[src/hw/rtl/uvtp_pkg.sv]
// Package with the shared constants, codes and types of the UUID v4 text parser.
`timescale 1ns / 1ps
`default_nettype none

package uvtp_pkg;

    // Text layout
    localparam int unsigned POS_W         = 6;
    localparam logic [5:0]  POS_MAX       = 6'd63;
    localparam logic [5:0]  POS_LAST      = 6'd35;
    localparam logic [5:0]  POS_HYPHEN_A  = 6'd8;
    localparam logic [5:0]  POS_HYPHEN_B  = 6'd13;
    localparam logic [5:0]  POS_HYPHEN_C  = 6'd18;
    localparam logic [5:0]  POS_HYPHEN_D  = 6'd23;
    localparam logic [5:0]  POS_VERSION   = 6'd14;
    localparam logic [5:0]  POS_VARIANT   = 6'd19;

    // Characters of interest
    localparam logic [7:0] CHAR_HYPHEN = 8'h2D;
    localparam logic [7:0] CHAR_ZERO   = 8'h30;
    localparam logic [7:0] CHAR_FOUR   = 8'h34;
    localparam logic [7:0] CHAR_EIGHT  = 8'h38;
    localparam logic [7:0] CHAR_NINE   = 8'h39;
    localparam logic [7:0] CHAR_UC_A   = 8'h41;
    localparam logic [7:0] CHAR_UC_F   = 8'h46;
    localparam logic [7:0] CHAR_LC_A   = 8'h61;
    localparam logic [7:0] CHAR_LC_B   = 8'h62;
    localparam logic [7:0] CHAR_LC_F   = 8'h66;

    // Fault codes, lowest nonzero code has priority
    localparam logic [2:0] FAULT_NONE    = 3'd0;
    localparam logic [2:0] FAULT_LENGTH  = 3'd1;
    localparam logic [2:0] FAULT_HYPHEN  = 3'd2;
    localparam logic [2:0] FAULT_VERSION = 3'd3;
    localparam logic [2:0] FAULT_VARIANT = 3'd4;
    localparam logic [2:0] FAULT_NONHEX  = 3'd5;
    localparam logic [2:0] FAULT_STRAY   = 3'd6;

    // Flag bit positions (code minus one)
    localparam int unsigned FLAG_LENGTH  = 0;
    localparam int unsigned FLAG_HYPHEN  = 1;
    localparam int unsigned FLAG_VERSION = 2;
    localparam int unsigned FLAG_VARIANT = 3;
    localparam int unsigned FLAG_NONHEX  = 4;
    localparam int unsigned FLAG_STRAY   = 5;
    localparam int unsigned FLAG_W       = 6;

    // Per-character classification
    typedef struct packed {
        logic [FLAG_W-1:0] fault_set;
        logic              shift_en;
        logic [3:0]        nibble;
    } uvtp_char_info_t;

    // One result beat
    typedef struct packed {
        logic        parse_ok;
        logic [63:0] value_high;
        logic [63:0] value_low;
        logic [2:0]  fault_code;
    } uvtp_result_t;

endpackage

`default_nettype wire

[src/hw/rtl/uvtp_channels.sv]
// Valid/ready channel interfaces for character beats and result beats.
`timescale 1ns / 1ps
`default_nettype none

interface uvtp_char_if;
    logic       valid;
    logic       ready;
    logic [7:0] char_in;
    logic       end_mark;

    modport source (output valid, output char_in, output end_mark, input ready);
    modport sink (input valid, input char_in, input end_mark, output ready);
endinterface

interface uvtp_result_if;
    logic        valid;
    logic        ready;
    logic        parse_ok;
    logic [63:0] value_high;
    logic [63:0] value_low;
    logic [2:0]  fault_code;

    modport source (output valid, output parse_ok, output value_high, output value_low,
                    output fault_code, input ready);
    modport sink (input valid, input parse_ok, input value_high, input value_low,
                  input fault_code, output ready);
endinterface

`default_nettype wire

[src/hw/rtl/uvtp_core_top.sv]
// Top level of the UUID v4 text parser: input register, parse state and result register.
// Result beats are registered after the final character passes the input register.
// Throughput: one character beat per cycle, sustained while the result sink keeps up.
// A final character waits in the input register only while the result register is full.
// Reset: asynchronous active-low rst_n clears the position, faults, value and valid bits.
`timescale 1ns / 1ps
`default_nettype none

module uuid_v4_text_parser_core
    import uvtp_pkg::*;
(
    input  wire logic     clk,
    input  wire logic     rst_n,
    uvtp_char_if.sink     chars,
    uvtp_result_if.source result
);

    logic         step;
    logic [7:0]   char_q;
    logic         last_q;
    logic         res_free;
    uvtp_result_t res_data;

    // Character beats enter a one-deep input register.
    uvtp_input_reg u_input (
        .clk      (clk),
        .rst_n    (rst_n),
        .res_free (res_free),
        .step     (step),
        .char_out (char_q),
        .last_out (last_q),
        .chars    (chars)
    );

    // Per-string parse state and result formation.
    uvtp_accum u_accum (
        .clk     (clk),
        .rst_n   (rst_n),
        .step    (step),
        .char_in (char_q),
        .last    (last_q),
        .result  (res_data)
    );

    // Result beat is loaded when the final character is processed.
    uvtp_result_reg u_result (
        .clk       (clk),
        .rst_n     (rst_n),
        .load      (step && last_q),
        .result_in (res_data),
        .free      (res_free),
        .result    (result)
    );

endmodule

`default_nettype wire

[src/hw/rtl/uvtp_classify.sv]
// Character classifier: layout faults, hex detection and nibble value for one character.
`timescale 1ns / 1ps
`default_nettype none

module uvtp_classify
    import uvtp_pkg::*;
(
    input  wire logic [7:0]       char_in,
    input  wire logic [POS_W-1:0] position,
    output uvtp_char_info_t       info
);

    logic hyphen_slot;
    logic is_hyphen;
    logic is_digit;
    logic is_lower;
    logic is_upper;
    logic is_hex;
    logic variant_ok;

    // Character classes.
    assign is_hyphen = (char_in == CHAR_HYPHEN);
    assign is_digit  = (char_in >= CHAR_ZERO) && (char_in <= CHAR_NINE);
    assign is_lower  = (char_in >= CHAR_LC_A) && (char_in <= CHAR_LC_F);
    assign is_upper  = (char_in >= CHAR_UC_A) && (char_in <= CHAR_UC_F);
    assign is_hex    = is_digit || is_lower || is_upper;

    // Positions that must hold a hyphen.
    assign hyphen_slot = (position == POS_HYPHEN_A) || (position == POS_HYPHEN_B) ||
                         (position == POS_HYPHEN_C) || (position == POS_HYPHEN_D);

    // Only 8, 9 and lowercase a or b are accepted in the variant position.
    assign variant_ok = (char_in == CHAR_EIGHT) || (char_in == CHAR_NINE) ||
                        (char_in == CHAR_LC_A) || (char_in == CHAR_LC_B);

    // Faults raised by this character; length is judged only at the end.
    always_comb
    begin
        info.fault_set               = '0;
        info.fault_set[FLAG_HYPHEN]  = hyphen_slot && !is_hyphen;
        info.fault_set[FLAG_VERSION] = (position == POS_VERSION) && (char_in != CHAR_FOUR);
        info.fault_set[FLAG_VARIANT] = (position == POS_VARIANT) && !variant_ok;
        info.fault_set[FLAG_NONHEX]  = !is_hyphen && !is_hex;
        info.fault_set[FLAG_STRAY]   = is_hyphen && !hyphen_slot;
    end

    // Nibble value; letters map to ten and up from their low four bits.
    always_comb
    begin
        info.shift_en = is_hex;
        if (is_digit)
        begin
            info.nibble = char_in[3:0];
        end
        else if (is_hex)
        begin
            info.nibble = 4'(char_in[3:0] + 4'd9);
        end
        else
        begin
            info.nibble = 4'd0;
        end
    end

endmodule

`default_nettype wire

[src/hw/rtl/uvtp_accum.sv]
// Parse state: position count, fault flags, 128-bit value and the end-of-string result.
`timescale 1ns / 1ps
`default_nettype none

module uvtp_accum
    import uvtp_pkg::*;
(
    input  wire logic       clk,
    input  wire logic       rst_n,
    input  wire logic       step,
    input  wire logic [7:0] char_in,
    input  wire logic       last,
    output uvtp_result_t    result
);

    logic [POS_W-1:0]  position_reg;
    logic [POS_W-1:0]  position_next;
    logic [FLAG_W-1:0] flags_reg;
    logic [FLAG_W-1:0] flags_next;
    logic [FLAG_W-1:0] flags_final;
    logic [127:0]      value_reg;
    logic [127:0]      value_next;
    logic [127:0]      value_final;
    logic [2:0]        code;
    uvtp_char_info_t   info;

    uvtp_classify u_classify (
        .char_in  (char_in),
        .position (position_reg),
        .info     (info)
    );

    // Flags and value after this character, with the length check on the last beat.
    always_comb
    begin
        flags_final = flags_reg | info.fault_set;
        flags_final[FLAG_LENGTH] = last && (position_reg != POS_LAST);
        if (info.shift_en)
        begin
            value_final = {value_reg[123:0], info.nibble};
        end
        else
        begin
            value_final = value_reg;
        end
    end

    // Lowest set flag gives the reported code.
    always_comb
    begin
        priority if (flags_final[FLAG_LENGTH])
        begin
            code = FAULT_LENGTH;
        end
        else if (flags_final[FLAG_HYPHEN])
        begin
            code = FAULT_HYPHEN;
        end
        else if (flags_final[FLAG_VERSION])
        begin
            code = FAULT_VERSION;
        end
        else if (flags_final[FLAG_VARIANT])
        begin
            code = FAULT_VARIANT;
        end
        else if (flags_final[FLAG_NONHEX])
        begin
            code = FAULT_NONHEX;
        end
        else if (flags_final[FLAG_STRAY])
        begin
            code = FAULT_STRAY;
        end
        else
        begin
            code = FAULT_NONE;
        end
    end

    // Result fields; value halves are zeroed on any fault.
    always_comb
    begin
        result.parse_ok   = (code == FAULT_NONE);
        result.fault_code = code;
        result.value_high = (code == FAULT_NONE) ? value_final[127:64] : 64'd0;
        result.value_low  = (code == FAULT_NONE) ? value_final[63:0] : 64'd0;
    end

    // Next state: clear after the last character, else advance with saturation.
    always_comb
    begin
        position_next = position_reg;
        flags_next    = flags_reg;
        value_next    = value_reg;
        if (step)
        begin
            if (last)
            begin
                position_next = '0;
                flags_next    = '0;
                value_next    = '0;
            end
            else
            begin
                position_next = (position_reg < POS_MAX) ? POS_W'(position_reg + 1'b1) : POS_MAX;
                flags_next    = flags_final;
                value_next    = value_final;
            end
        end
    end

    always_ff @(posedge clk or negedge rst_n)
    begin
        if (!rst_n)
        begin
            position_reg <= '0;
            flags_reg    <= '0;
            value_reg    <= '0;
        end
        else
        begin
            position_reg <= position_next;
            flags_reg    <= flags_next;
            value_reg    <= value_next;
        end
    end

endmodule

`default_nettype wire

[src/hw/rtl/uvtp_result_reg.sv]
// Result register holding one finished result beat until the sink takes it.
`timescale 1ns / 1ps
`default_nettype none

module uvtp_result_reg
    import uvtp_pkg::*;
(
    input  wire logic      clk,
    input  wire logic      rst_n,
    input  wire logic      load,
    input  uvtp_result_t   result_in,
    output logic           free,
    uvtp_result_if.source  result
);

    logic         valid_reg;
    logic         valid_next;
    uvtp_result_t data_reg;

    // The slot can take a new result when empty or drained in this cycle.
    assign free = !valid_reg || result.ready;

    assign valid_next = load || (valid_reg && !result.ready);

    always_ff @(posedge clk or negedge rst_n)
    begin
        if (!rst_n)
        begin
            valid_reg <= 1'b0;
        end
        else
        begin
            valid_reg <= valid_next;
        end
    end

    // Payload needs no reset.
    always_ff @(posedge clk)
    begin
        if (load)
        begin
            data_reg <= result_in;
        end
    end

    assign result.valid      = valid_reg;
    assign result.parse_ok   = data_reg.parse_ok;
    assign result.value_high = data_reg.value_high;
    assign result.value_low  = data_reg.value_low;
    assign result.fault_code = data_reg.fault_code;

endmodule

`default_nettype wire

[src/hw/rtl/uvtp_input_reg.sv]
// Input register capturing one character beat ahead of the parse logic.
`timescale 1ns / 1ps
`default_nettype none

module uvtp_input_reg
    import uvtp_pkg::*;
(
    input  wire logic  clk,
    input  wire logic  rst_n,
    input  wire logic  res_free,
    output logic       step,
    output logic [7:0] char_out,
    output logic       last_out,
    uvtp_char_if.sink  chars
);

    logic       valid_reg;
    logic       valid_next;
    logic [7:0] char_reg;
    logic       last_reg;
    logic       take;

    // A held character moves on unless it ends a string and the result slot is busy.
    assign step = valid_reg && (!last_reg || res_free);

    assign chars.ready = !valid_reg || step;
    assign take        = chars.valid && chars.ready;
    assign valid_next  = take || (valid_reg && !step);

    always_ff @(posedge clk or negedge rst_n)
    begin
        if (!rst_n)
        begin
            valid_reg <= 1'b0;
        end
        else
        begin
            valid_reg <= valid_next;
        end
    end

    always_ff @(posedge clk)
    begin
        if (take)
        begin
            char_reg <= chars.char_in;
            last_reg <= chars.end_mark;
        end
    end

    assign char_out = char_reg;
    assign last_out = last_reg;

endmodule

`default_nettype wire

[src/flat_wrapper.sv]
// flat-port wrapper written by rule: the top's interface ports become plain ports
module uuid_v4_text_parser_core_flat import uvtp_pkg::*;
  (clk, rst_n, chars_valid, chars_char_in, chars_end_mark, chars_ready, result_valid, result_parse_ok, result_value_high, result_value_low, result_fault_code, result_ready);
  uvtp_char_if chars_i ();
  uvtp_result_if result_i ();
  input  wire logic clk;
  input  wire logic rst_n;
  input wire logic [$bits(chars_i.valid)-1:0] chars_valid;
  input wire logic [$bits(chars_i.char_in)-1:0] chars_char_in;
  input wire logic [$bits(chars_i.end_mark)-1:0] chars_end_mark;
  output wire logic [$bits(chars_i.ready)-1:0] chars_ready;
  output wire logic [$bits(result_i.valid)-1:0] result_valid;
  output wire logic [$bits(result_i.parse_ok)-1:0] result_parse_ok;
  output wire logic [$bits(result_i.value_high)-1:0] result_value_high;
  output wire logic [$bits(result_i.value_low)-1:0] result_value_low;
  output wire logic [$bits(result_i.fault_code)-1:0] result_fault_code;
  input wire logic [$bits(result_i.ready)-1:0] result_ready;
  assign chars_i.valid = chars_valid;
  assign chars_i.char_in = chars_char_in;
  assign chars_i.end_mark = chars_end_mark;
  assign chars_ready = chars_i.ready;
  assign result_valid = result_i.valid;
  assign result_parse_ok = result_i.parse_ok;
  assign result_value_high = result_i.value_high;
  assign result_value_low = result_i.value_low;
  assign result_fault_code = result_i.fault_code;
  assign result_i.ready = result_ready;
  uuid_v4_text_parser_core u_core (.clk(clk), .rst_n(rst_n), .chars(chars_i), .result(result_i));
endmodule
[config.mk]
export PLATFORM = sky130hd
export DESIGN_NAME = uuid_v4_text_parser_core_flat
export DESIGN_NICKNAME = d
export VERILOG_FILES = /design/src/hw/rtl/uvtp_pkg.sv /design/src/hw/rtl/uvtp_channels.sv /design/src/hw/rtl/uvtp_core_top.sv /design/src/hw/rtl/uvtp_classify.sv /design/src/hw/rtl/uvtp_accum.sv /design/src/hw/rtl/uvtp_result_reg.sv /design/src/hw/rtl/uvtp_input_reg.sv /design/src/flat_wrapper.sv
export SDC_FILE = /design/constraint.sdc
export NUM_CORES = 1
export LEC_CHECK = 0
export ABC_AREA = 1
export BUFFER_PORTS_ARGS = -buffer_cell sky130_fd_sc_hd__buf_2
export CAP_MARGIN = 20
export CELL_PAD_IN_SITES_DETAIL_PLACEMENT = 1
export CELL_PAD_IN_SITES_GLOBAL_PLACEMENT = 1
export CORE_AREA = 2 2 188 171
export CTS_BUF_LIST = sky130_fd_sc_hd__clkbuf_16
export CTS_CLUSTER_DIAMETER = 200
export DETAILED_ROUTE_END_ITERATION = 10
export DIE_AREA = 0 0 190 173
export PLACE_DENSITY = 0.8
export SETUP_SLACK_MARGIN = 0.5
export SYNTH_ARGS = -nofsm -noshare
export SYNTH_HDL_FRONTEND = slang
export SYNTH_SLANG_ARGS = --single-unit
[constraint.sdc]
create_clock -name clk -period 4 [get_ports clk]
set_clock_uncertainty 0.15 [all_clocks]
set_input_delay 1.2 -clock clk [delete_from_list [all_inputs] [get_ports clk]]
set_output_delay 1.2 -clock clk [all_outputs]
set_load 0.05 [all_outputs]
==> reports/metrics.cfg <==
[floorplanning]
core_area_um2 = 30800
die_h_um = 173
num_rows = 61
initial_core_util = 0.416
die_w_um = 190
dieArea_um2 = 32900
io_pins = 147

[routing]
wl_met2_um = 14600
vias = 8708
wl_um = 29200
ant_nets = 0
drc = 0
drt_pass1_iterations = 4
avgViaCountPerCell = 5.05
initialDrtViolationCount = 607
wl_per_cell_um = 16.9
met3_wirelength_um = 771
highest_layer = met4
met1_length_um = 13100

[cells_and_area]
drive_gt1_frac = 0.269
nets = 1314
largest_reg_flops = 128
diodes = 0
fin_cells = 1726
syn_to_final_growth_pct = 16.6

[timing]
fin_hold_ws_ps = 341
min_period_over_period = 0.781
timing.final.ws_setup_ps = 874
tightest_slew_ps = 824
post-route-min-period_ps = 3130
drv_slew = 0
fmax_mhz = 320
hold_violations = 0
grt_setup_unrepaired = false
relSlewSlack = 0.450
final-setup-viol-count = 0

[synthesis]
async_reset_ff_frac = 0.500
synthCells = 1164
ys_seq_area_frac = 0.606
synth_area_per_cell_um2 = 11.0
synth_edf_count = 141
synth_area_leaders = edfxtp_1 33%, dfrtp_1 28%, nor2_4 8.8%
yosysTopAreaCell = edfxtp_1
synth.most_common_cell = nand2_1
synth_area_um2 = 12800
yosysTopAreaCellShare = 0.331
synth_cell_types = 34
synth_flop_cell = edfxtp_1
synth_commonest_cells = 179 x nand2_1, 152 x inv_1, 141 x dfrtp_1, 141 x edfxtp_1, 124 x o22ai_1
yosys_warnings = 0
ys_ff_latch = 282
syn-num-nets = 1185

[critical_path]
cp.depth = 4
crit_family = buffers and inverters
r2r_cells = 13
path_cells = buf_2, inv_12, nand4_1, buf_2
critPathRequiredTime_ps = 2650
crit_type = primary input to output port
cp-end-kind = output port
rr_startpoint = u_core.u_input.char_out[1]
cp-start-kind = primary input
slowest_delay_ps = 280
r2r-end = u_core.u_result.result.value_low[23]
cp_max_fo = 3
cp_common_cell = buf_2
ff2ff_setup_slack_ps = 910
crit_buf_inv = 3
critPathArrivalTime_ps = 1780
cpMaxStageDelayCell = buf_2

[min_path]
whs_path_depth = 2
hold_path.startpoint = u_core.u_accum.value_reg[124]
min_to = u_core.u_accum.value_reg[124]
hold_class = flip-flop to flip-flop

[clock_tree]
cts_hold_buf = 0
ctsResizeCount = 0
cts_sinks = 282
cts_made_buffers = 30
clock-root-buffer = clkbuf_16
clockBufferDepth = 3
cts_tree = done
htreeDepth = 1
post_cts_buffers = 0
clk_pin_slew_ps = 60
clk_latency_ps = 570

[outcome]
status = complete, no violations

[power_and_ir_drop]
ir_drop_mv = 0.313
switching_share = 0.296
internal_power_mw = 5.31
clkPwrFrac = 0.375
p_seq_frac = 0.453
p_per_area_nw_per_um2 = 506
total_power_mw = 7.55
p_leak_nw = 5.80
p_comb_frac = 0.173
switching_power_mw = 2.24

[grt]
grt_max_degree = 131
grt_usage = 0.182
antenna_found_initial = 0
grt_pass1_vias = 9333
grt_pass1_wl_um = 49000
grt_overflow = 0

[placement]
place_worst_setup_slack_ps = 865
gp_congestion = 0.762
dp_hpwl_um = 18900
dp.cells = 1670
io_buffers = 146

[job]
max-cap-violations = 0

power groups by stage:
stage / sequential [mW] / combinational [mW] / clock, mW
after floorplan: 3.67 / 0.807 / 0
after global placement: 3.46 / 1.27 / 0
after detailed placement: 3.47 / 1.31 / 0
after CTS: 3.42 / 1.32 / 2.90
after global routing: 3.45 / 1.43 / 3.00
final: 3.42 / 1.30 / 2.83
worst register-to-register path, delay by kind of cell (launching register included):
kind | cells | cell delay [ps]
buffers and inverters | 3 | 650
flip-flops | 1 | 450
AND/OR/NAND/NOR | 9 | 1460
adder cells (fa/ha/maj) | 1 | 250
cells by family (layout without fill, tap and decap cells):
| group | Yosys count | after routing | share of synthesized area |
|---|---|---|---|
| flip-flops | 282 | 282 | 0.606 |
| AO/OA/AOI/OAI | 281 | 281 | 0.129 |
| AND/OR/NAND/NOR | 357 | 357 | 0.169 |
| adder cells (fa/ha/maj) | 8 | 8 | 0.00782 |
| buffers and inverters | 233 | 386 | 0.0862 |
| XOR/XNOR | 3 | 3 | 0.00205 |
layer usage:
| metal | GRT usage | vias up |
|---|---|---|
| li1 | - | 4212 |
| met1 | 0.243 | 4317 |
| met2 | 0.315 | 127 |
| met3 | 0.0217 | 52 |
| met4 | 0.0501 | 0 |
| met5 | 0 | - |
through the flow:
stage / utilization / setup TNS, ps / area, µm²
floorplan: - / -16310 / 12800
global placement: 0.452 / 0 / 13900
detailed placement: 0.452 / 0 / 13900
CTS: 0.485 / 0 / 14900
global route: 0.485 / 0 / 14900
finish: 0.485 / 0 / 14900
area by class of cell:
class	instances	area [µm²]
clock buffers	30	751
well taps	409	512
clock inverters	26	259
multi-input cells	649	3960
inverters	161	626
repair buffers	169	1050
flip-flops and latches	282	7760
fillers	3351	15800
placed cells by master (no fill, tap or decap), drive strengths merged:
cell type | synthesis | final
a211oi | 2 | 2
a21oi | 10 | 10
buf | 42 | 169
bufinv | 0 | 5
clkbuf | 30 | 30
clkinv | 3 | 15
clkinvlp | 0 | 4
dfrtp | 141 | 141
edfxtp | 141 | 141
ha | 8 | 8
inv | 158 | 163
nand2 | 184 | 184
nand3 | 15 | 15
nand3b | 1 | 1
nand4 | 5 | 5
nor2 | 148 | 148
nor3 | 3 | 3
nor4 | 1 | 1
o211ai | 2 | 2
o21ai | 139 | 139
o221ai | 1 | 1
o22ai | 124 | 124
o311ai | 1 | 1
o31ai | 2 | 2
xor2 | 3 | 3
worst max-delay path by stage:
stage	from	endpoint	slack [ps]
after floorplan	result_ready	u_core.u_result.result.fault_code[0]	-120
after global placement	result_ready	chars_ready	870
after detailed placement	u_core.u_input.char_out[1]	u_core.u_result.result.value_high[29]	870
after CTS	u_core.u_input.char_out[1]	u_core.u_result.result.value_low[23]	860
after global routing	u_core.u_input.char_out[0]	u_core.u_result.result.value_low[13]	670
final	result_ready	chars_ready	870
Note: power is estimated with default switching activity, not from simulation.
